==> src/rtl/b64d_pkg.sv <==
// ----------------------------------------------------------------------------
// Base64 stream decoder package
// Shared types, constants and the character-to-sextet mapping.
// ----------------------------------------------------------------------------
package b64d_pkg;

    localparam logic [7:0] PAD_CHAR   = 8'h3D;
    localparam logic [7:0] UPPER_LO   = 8'h41;
    localparam logic [7:0] UPPER_HI   = 8'h5A;
    localparam logic [7:0] LOWER_LO   = 8'h61;
    localparam logic [7:0] LOWER_HI   = 8'h7A;
    localparam logic [7:0] DIGIT_LO   = 8'h30;
    localparam logic [7:0] DIGIT_HI   = 8'h39;
    localparam logic [7:0] PUNCT_LO   = 8'h2B;
    localparam logic [7:0] PUNCT_HI   = 8'h2F;
    // Lowercase maps to c - 'a' + 26, which is c - 71 modulo 64.
    localparam logic [7:0] LOWER_OFS  = 8'd71;
    // Digits map to c - '0' + 52, which is c + 4 modulo 64.
    localparam logic [7:0] DIGIT_OFS  = 8'd4;

    // Sextets for '+', ',', '-', '.', '/'.
    localparam logic [5:0] PUNCT_SEXTET [5] = '{6'd62, 6'd63, 6'd62, 6'd62, 6'd63};

    // One decoded group: up to three bytes, most significant first.
    typedef struct packed {
        logic [23:0] triple;
        logic [1:0]  nbytes;
    } t_group;

    // Fill status of the output queue.
    typedef struct packed {
        logic full;
        logic empty;
    } t_q_status;

    typedef struct packed {
        logic       in_alpha;
        logic       is_pad;
        logic [5:0] sextet;
    } t_char_map;

    function automatic t_char_map map_char(input logic [7:0] c);
        t_char_map m;
        logic [7:0] d;
        m = '{in_alpha: 1'b1, is_pad: 1'b0, sextet: 6'd0};
        d = 8'd0;
        priority if (c == PAD_CHAR) begin
            m.is_pad = 1'b1;
        end else if (c >= UPPER_LO && c <= UPPER_HI) begin
            d = c - UPPER_LO;
            m.sextet = d[5:0];
        end else if (c >= LOWER_LO && c <= LOWER_HI) begin
            d = c - LOWER_OFS;
            m.sextet = d[5:0];
        end else if (c >= DIGIT_LO && c <= DIGIT_HI) begin
            d = c + DIGIT_OFS;
            m.sextet = d[5:0];
        end else if (c >= PUNCT_LO && c <= PUNCT_HI) begin
            d = c - PUNCT_LO;
            m.sextet = PUNCT_SEXTET[d[2:0]];
        end else begin
            m.in_alpha = 1'b0;
        end
        return m;
    endfunction

endpackage

==> src/rtl/b64d_group.sv <==
// ----------------------------------------------------------------------------
// Base64 group assembler
// Collects sextets into groups of four and produces a decoded group on a
// full group or on the end-of-text flush.
// ----------------------------------------------------------------------------
module b64d_group
    import b64d_pkg::*;
(
    input  logic       i_clk,
    input  logic       i_rst_n,
    input  logic       i_step,
    input  logic [7:0] i_char,
    input  logic       i_end,
    output t_group     o_grp
);

    logic [17:0] r_held, n_held;
    logic [1:0]  r_cnt, n_cnt;
    logic        r_tpad, n_tpad;
    t_char_map   cmap;

    always_comb begin
        cmap   = map_char(i_char);
        n_held = r_held;
        n_cnt  = r_cnt;
        n_tpad = r_tpad;
        o_grp  = '{triple: 24'd0, nbytes: 2'd0};

        if (cmap.in_alpha) begin
            if (r_cnt == 2'd3) begin
                o_grp.triple = {r_held, cmap.sextet};
                if (cmap.is_pad) begin
                    o_grp.nbytes = r_tpad ? 2'd1 : 2'd2;
                end else begin
                    o_grp.nbytes = 2'd3;
                end
                n_held = 18'd0;
                n_cnt  = 2'd0;
                n_tpad = 1'b0;
            end else begin
                n_held = {r_held[11:0], cmap.sextet};
                if (r_cnt == 2'd2) begin
                    n_tpad = cmap.is_pad;
                end
                n_cnt = r_cnt + 2'd1;
            end
        end

        // The end flag flushes whatever partial group is open, zero filled.
        if (i_end) begin
            unique case (n_cnt)
                2'd1: begin
                    o_grp = '{triple: {n_held[5:0], 18'd0}, nbytes: 2'd0};
                end
                2'd2: begin
                    o_grp = '{triple: {n_held[11:0], 12'd0}, nbytes: 2'd1};
                end
                2'd3: begin
                    o_grp = '{triple: {n_held, 6'd0}, nbytes: n_tpad ? 2'd1 : 2'd2};
                end
                default: begin
                end
            endcase
            n_held = 18'd0;
            n_cnt  = 2'd0;
            n_tpad = 1'b0;
        end
    end

    always_ff @(posedge i_clk) begin
        if (!i_rst_n) begin
            r_held <= 18'd0;
            r_cnt  <= 2'd0;
            r_tpad <= 1'b0;
        end else if (i_step) begin
            r_held <= n_held;
            r_cnt  <= n_cnt;
            r_tpad <= n_tpad;
        end
    end

endmodule

==> src/rtl/b64d_outq.sv <==
// ----------------------------------------------------------------------------
// Base64 output queue
// Buffers decoded groups and hands them out one byte per transaction.
// ----------------------------------------------------------------------------
module b64d_outq
    import b64d_pkg::*;
#(
    parameter int DEPTH = 4
) (
    input  logic       i_clk,
    input  logic       i_rst_n,
    input  logic       i_push,
    input  t_group     i_grp,
    output t_q_status  o_status,
    output logic       o_valid,
    input  logic       i_ready,
    output logic [7:0] o_out_byte,
    output logic       o_run_last
);

    localparam int PW = (DEPTH > 1) ? $clog2(DEPTH) : 1;
    localparam int CW = $clog2(DEPTH + 1);
    localparam logic [PW-1:0] LAST_PTR = PW'(DEPTH - 1);
    localparam logic [CW-1:0] FULL_CNT = CW'(DEPTH);

    t_group        r_mem [DEPTH];
    logic [PW-1:0] r_wr_ptr, r_rd_ptr;
    logic [CW-1:0] r_count, n_count;
    logic [1:0]    r_bidx;
    t_group        head;
    logic          pop_byte, pop_grp;

    assign head       = r_mem[r_rd_ptr];
    assign o_valid    = (r_count != '0);
    assign o_run_last = (r_bidx == head.nbytes - 2'd1);
    assign pop_byte   = o_valid && i_ready;
    assign pop_grp    = pop_byte && o_run_last;

    assign o_status.full  = (r_count == FULL_CNT);
    assign o_status.empty = (r_count == '0);

    always_comb begin
        unique case (r_bidx)
            2'd0:    o_out_byte = head.triple[23:16];
            2'd1:    o_out_byte = head.triple[15:8];
            default: o_out_byte = head.triple[7:0];
        endcase
    end

    always_comb begin
        n_count = r_count;
        if (i_push && !pop_grp) begin
            n_count = r_count + CW'(1);
        end else if (!i_push && pop_grp) begin
            n_count = r_count - CW'(1);
        end
    end

    always_ff @(posedge i_clk) begin
        if (i_push) begin
            r_mem[r_wr_ptr] <= i_grp;
        end
    end

    always_ff @(posedge i_clk) begin
        if (!i_rst_n) begin
            r_wr_ptr <= '0;
            r_rd_ptr <= '0;
            r_count  <= '0;
            r_bidx   <= 2'd0;
        end else begin
            r_count <= n_count;
            if (i_push) begin
                r_wr_ptr <= (r_wr_ptr == LAST_PTR) ? '0 : r_wr_ptr + PW'(1);
            end
            if (pop_grp) begin
                r_rd_ptr <= (r_rd_ptr == LAST_PTR) ? '0 : r_rd_ptr + PW'(1);
                r_bidx   <= 2'd0;
            end else if (pop_byte) begin
                r_bidx <= r_bidx + 2'd1;
            end
        end
    end

endmodule

==> src/rtl/base64_stream_decoder.sv <==
// Path: a character accepted into the input register is decoded as it leaves it,
// and its group goes to the output queue. Groups are queued in Q_DEPTH entries.
// Throughput: one character per cycle in while the queue is not full; one byte per
// cycle out while i_ready is high, set by the single output byte lane.
// Reset: synchronous active-low reset empties the queue and clears the open group.
// ----------------------------------------------------------------------------
// Base64 stream decoder
// Decodes a stream of text characters with a permissive base64 alphabet
// into bytes, with trailing pad handling and an end-of-text flush.
// ----------------------------------------------------------------------------
module base64_stream_decoder
    import b64d_pkg::*;
#(
    parameter int Q_DEPTH = 4
) (
    input  logic       i_clk,
    input  logic       i_rst_n,
    input  logic       i_valid,
    output logic       o_ready,
    input  logic [7:0] i_text_char,
    input  logic       i_end_of_text,
    output logic       o_valid,
    input  logic       i_ready,
    output logic [7:0] o_out_byte,
    output logic       o_run_last
);

    // Input register: holds one character transaction until the queue has
    // room for whatever group it may produce.
    logic       r_in_valid;
    logic [7:0] r_char;
    logic       r_end;

    t_group     grp;
    t_q_status  q_status;
    logic       advance;
    logic       push;

    // A registered character is decoded in the cycle it leaves the input
    // register; that needs one free queue entry, since a character makes at
    // most one group.
    assign advance = r_in_valid && !q_status.full;
    assign o_ready = !r_in_valid || !q_status.full;
    assign push    = advance && (grp.nbytes != 2'd0);

    always_ff @(posedge i_clk) begin
        if (!i_rst_n) begin
            r_in_valid <= 1'b0;
        end else if (o_ready) begin
            r_in_valid <= i_valid;
        end
    end

    always_ff @(posedge i_clk) begin
        if (o_ready && i_valid) begin
            r_char <= i_text_char;
            r_end  <= i_end_of_text;
        end
    end

    // Sextet mapping and group assembly; the group state only moves when the
    // registered character is actually consumed.
    b64d_group u_group (
        .i_clk   (i_clk),
        .i_rst_n (i_rst_n),
        .i_step  (advance),
        .i_char  (r_char),
        .i_end   (r_end),
        .o_grp   (grp)
    );

    // Group queue and byte serializer. Every byte of one group is decoded from the
    // same group of input characters, so the last byte of a group carries run_last.
    b64d_outq #(
        .DEPTH (Q_DEPTH)
    ) u_outq (
        .i_clk      (i_clk),
        .i_rst_n    (i_rst_n),
        .i_push     (push),
        .i_grp      (grp),
        .o_status   (q_status),
        .o_valid    (o_valid),
        .i_ready    (i_ready),
        .o_out_byte (o_out_byte),
        .o_run_last (o_run_last)
    );

    // The queue can never be both full and empty.
    a_q_status_sane: assert property (@(posedge i_clk) disable iff (!i_rst_n)
        !(q_status.full && q_status.empty))
        else $error("output queue reports full and empty together");

    // Output valid follows queue occupancy.
    a_valid_matches_queue: assert property (@(posedge i_clk) disable iff (!i_rst_n)
        o_valid == !q_status.empty)
        else $error("output valid disagrees with queue occupancy");

    // A character stalled by a full queue stays in the input register.
    a_stall_holds: assert property (@(posedge i_clk) disable iff (!i_rst_n)
        (r_in_valid && q_status.full) |=> (r_in_valid && $stable(r_char)))
        else $error("stalled character was lost");

    // Nothing is offered right after reset.
    a_reset_empty: assert property (@(posedge i_clk)
        $past(!i_rst_n) |-> !o_valid)
        else $error("output valid right after reset");

endmodule
==> config.mk <==
export PLATFORM = sky130hd
export DESIGN_NAME = base64_stream_decoder
export DESIGN_NICKNAME = d
export VERILOG_FILES = /design/src/rtl/b64d_pkg.sv /design/src/rtl/b64d_group.sv /design/src/rtl/b64d_outq.sv /design/src/rtl/base64_stream_decoder.sv
export SDC_FILE = /design/constraint.sdc
export NUM_CORES = 1
export LEC_CHECK = 0
export ABC_AREA = 1
export BUFFER_PORTS_ARGS = -buffer_cell sky130_fd_sc_hd__buf_2
export CORE_MARGIN = 2
export CORE_UTILIZATION = 55
export DETAILED_ROUTE_END_ITERATION = 16
export GPL_TIMING_DRIVEN = 0
export PLACE_DENSITY = 0.72
export SETUP_SLACK_MARGIN = 0.1
export SLEW_MARGIN = 30
export SYNTH_ARGS = -nofsm -noshare
export SYNTH_HDL_FRONTEND = slang
export SYNTH_HIERARCHICAL = 1
export SYNTH_SLANG_ARGS = --single-unit
==> constraint.sdc <==
create_clock -name i_clk -period 4.6 [get_ports i_clk]
set_input_delay 1.15 -clock i_clk [delete_from_list [all_inputs] [get_ports i_clk]]
set_output_delay 1.15 -clock i_clk [all_outputs]
set_load 0.01 [all_outputs]
==> out/results.ini <==
[cts]
worstSkewPairLatency_ns = 0.42
cts_max_level = 4
cts_tree = built
clock_sinks = 146
clockBufferDepth = 2
path_clk_slew_ns = 0.06
cts_buffers = 17
postCtsHoldBufs = 0
cts-root-buf = clkbuf_16

[cells_and_area]
n_fill_cell = 1100
antennaDiodeCount = 0
multi_input_area_um2 = 2950
drive_gt1_share_pct = 15.45
fin_area_um2 = 8432
final_cells = 1056
areaGrowthSynthToFinish_pct = 13.80
fin_util_pct = 63.93
regArea_um2 = 4054
nets = 900

[hold_path]
min_from = u_group/r_held[17]
hold_class = register to register

[placement]
placed_cells = 1020
dp_hpwl_mm = 12.50
place_ws_ns = 0.1161
place_area_um2 = 7749
gp_congestion = 0.8938
port-buffer-count = 23

[drt]
totalWireLength_mm = 18.15
firstDrtPassIters = 5
antenna_left = 0
vias = 6077
drcViolationCount = 0
wl_per_cell_um = 17.19
vias_per_cell = 5.755
drt_iter0_markers = 735

[power]
pwr_density_cell_nw_per_um2 = 367.8
power_leakage_nw = 3.373
ir_drop_mv = 0.2477
total_power_mw = 3.101

[timing]
max_freq_mhz = 240.2
relSlewSlack_pct = 54.97
finalSetupTns_ns = 0
finalCritPeriodShare_pct = 90.52
final-setup-viol-count = 0
fin_ws_ns = 0.4363
hold_violations = 0
hold_ws_ns = 0.4882
worst_pin_slew_ns = 0.6684
skew_ns = 0.007222
period_needed_ns = 4.164
rsz0062_at_grt = false
drv_slew = 0

[global_routing]
antenna_found_initial = 0
grt_pass1_vias = 5644
overflow = 0
track_usage_pct = 26.40
grt_pass1_wl_mm = 28.98
grt_max_degree = 27

[setup_path]
cp-start-kind = register
rrSetupSlack_ns = 0.44
cp.arrival_ns = 4.46
path_class = register to register
crit_fanout = 10
rr_worst_depth = 27
crit_path_start = r_char[3]
crit_required_ns = 4.90
r2r_end = u_outq/r_count[2]
worstReg2RegStart = r_char[3]
endpoint_kind = register
critPathCapture = u_outq/r_count[2]

[run]
cap_violations = 0

[synth]
yosysSeqAreaShare_pct = 54.71
synth.largest_area_cell = edfxtp_1
synth-edff-count = 113
yosysUniqueCellTypes = 38
yosysTopAreaCellShare_pct = 45.80
syn-mean-instance-area_um2 = 9.025
synthArstFlopShare_pct = 0
synthesis.nets = 854
ys_ff_latch = 146
synth_ff_type = edfxtp_1
synth_area_leaders = edfxtp_1, nand2_1, dfxtp_1
synth_area_um2 = 7410
synthCells = 821
yosys_warnings = 6

[floorplanning]
io_pins = 24
chipWidth_um = 120.1
core_area_um2 = 13190
die_h_um = 120.1
rows = 42
start_util_pct = 56.18
fp.dieArea_um2 = 14420

[run_status]
status = complete, no violations

metal layers:
layer	up-vias	global-route usage [%]	wire length, um
met2	291	41.90	8548
met1	2868	36.54	7711
met5	-	0	0
met4	0	10.37	513
met3	43	4.183	1381
li1	2875	-	-
worst max-delay path, cell delays in order, from the launching register on:
cell,delay (ns)
edfxtp_1,0.50
inv_1,0.25
ha_1,0.24
nand2_1,0.06
nand2_1,0.14
nor2_1,0.10
nor2_4,0.17
nand2_2,0.11
nand3_2,0.11
buf_6,0.15
nand2_4,0.07
nand2_8,0.11
inv_4,0.08
nand2_2,0.08
nand2_4,0.09
nor2_4,0.14
buf_6,0.16
nand2_1,0.07
nand2_2,0.13
nor2_1,0.08
nor2_2,0.10
ha_1,0.15
inv_1,0.06
fa_1,0.38
a21oi_1,0.14
o21ai_0,0.11
o21ai_0,0.18
a21oi_1,0.06
synth_stat cells, types with 4 or more instances:
library cell  count
buf_2            12
o22ai_1          24
dfxtp_1          33
nand3_1          74
nand3_2           4
clkbuf_1         13
xor2_1            7
nand4_1           6
o21ai_0          58
edfxtp_1        113
nand2_4           7
ha_1             19
buf_6             6
nand2_2          14
a21oi_1          29
nand2_1         233
nor2_1           76
inv_1            46
nor2_4            4
inv_4             4
o21ai_1          12
kinds of logic after synthesis:
logic type	Yosys count	share of synthesized area, %
AO/OA/AOI/OAI	129	9.423
XOR/XNOR	7	0.8274
AND/OR/NAND/NOR	429	25.90
flip-flops	146	54.71
adder cells (fa/ha/maj)	20	3.479
buffers and inverters	90	5.657
sequential cells by signal (all words and copies together) (netlist names), named ones only:
register,count
r_in_valid,1
r_end,1
u_group/r_tpad,1
u_group/r_held,18
u_outq/r_rd_ptr,2
u_outq/r_mem,104
u_outq/r_bidx,2
u_group/r_cnt,2
r_char,8
u_outq/r_wr_ptr,2
u_outq/r_count,3
worst min-delay path by stage:
stage	endpoint	slack [ns]	depth (start not counted)
floorplan	u_group/r_held[12]	0.46	2
global placement	r_in_valid	0.47	2
detailed placement	u_group/r_held[17]	0.48	2
CTS	u_group/r_held[17]	0.49	2
global route	u_group/r_held[16]	0.51	2
finish	u_group/r_held[17]	0.49	2
placed cells by master (no fill, tap or decap), types with 3 or more instances in the layout:
cell type	netlist	layout
a21oi_2	3	4
nor2_1	76	75
nand2_4	7	7
o22ai_1	24	24
inv_1	46	41
buf_2	12	34
clkinv_4	0	4
nor2_2	2	3
clkbuf_1	13	13
bufinv_16	0	4
dfxtp_1	33	33
ha_1	19	18
nand4_1	6	6
a21oi_1	29	28
clkbuf_16	0	17
o21ai_1	12	12
xor2_1	7	7
inv_4	4	4
nand2_2	14	16
nand3_1	74	74
inv_6	0	3
o21ai_0	58	58
nand3_2	4	4
inv_2	3	8
buf_6	6	6
edfxtp_1	113	113
nand3b_1	3	3
nor2_4	4	4
nand2_1	233	231
buf_4	3	7
area by class of cell:
class                      instances  share of cell area (%)
multi-input combinational        585                   34.99
tap                              176                   2.612
inverter                          54                   2.523
clock inverter                    14                   2.389
sequential                       146                   48.08
buffer                            36                   2.478
timing repair buffer              27                   1.721
clock buffer                      18                   5.208
report_power, final:
part | internal, mW | total (mW) | leakage (nW) | switching [mW]
clock | 0.929 | 1.48 | 0.307 | 0.548
combinational | 0.0595 | 0.199 | 1.76 | 0.139
sequential | 1.42 | 1.43 | 1.30 | 0.0102
total | 2.40 | 3.10 | 3.37 | 0.697
repair_timing:
item                                   4_1_cts  5_1_grt
endpoints found under the hold margin        0        0
setup buffers                                0        4
setup endpoints to repair                    1      106
gates resized for setup                      1        5
pin swaps                                    0        2
Note: power is estimated with default switching activity, not from simulation.
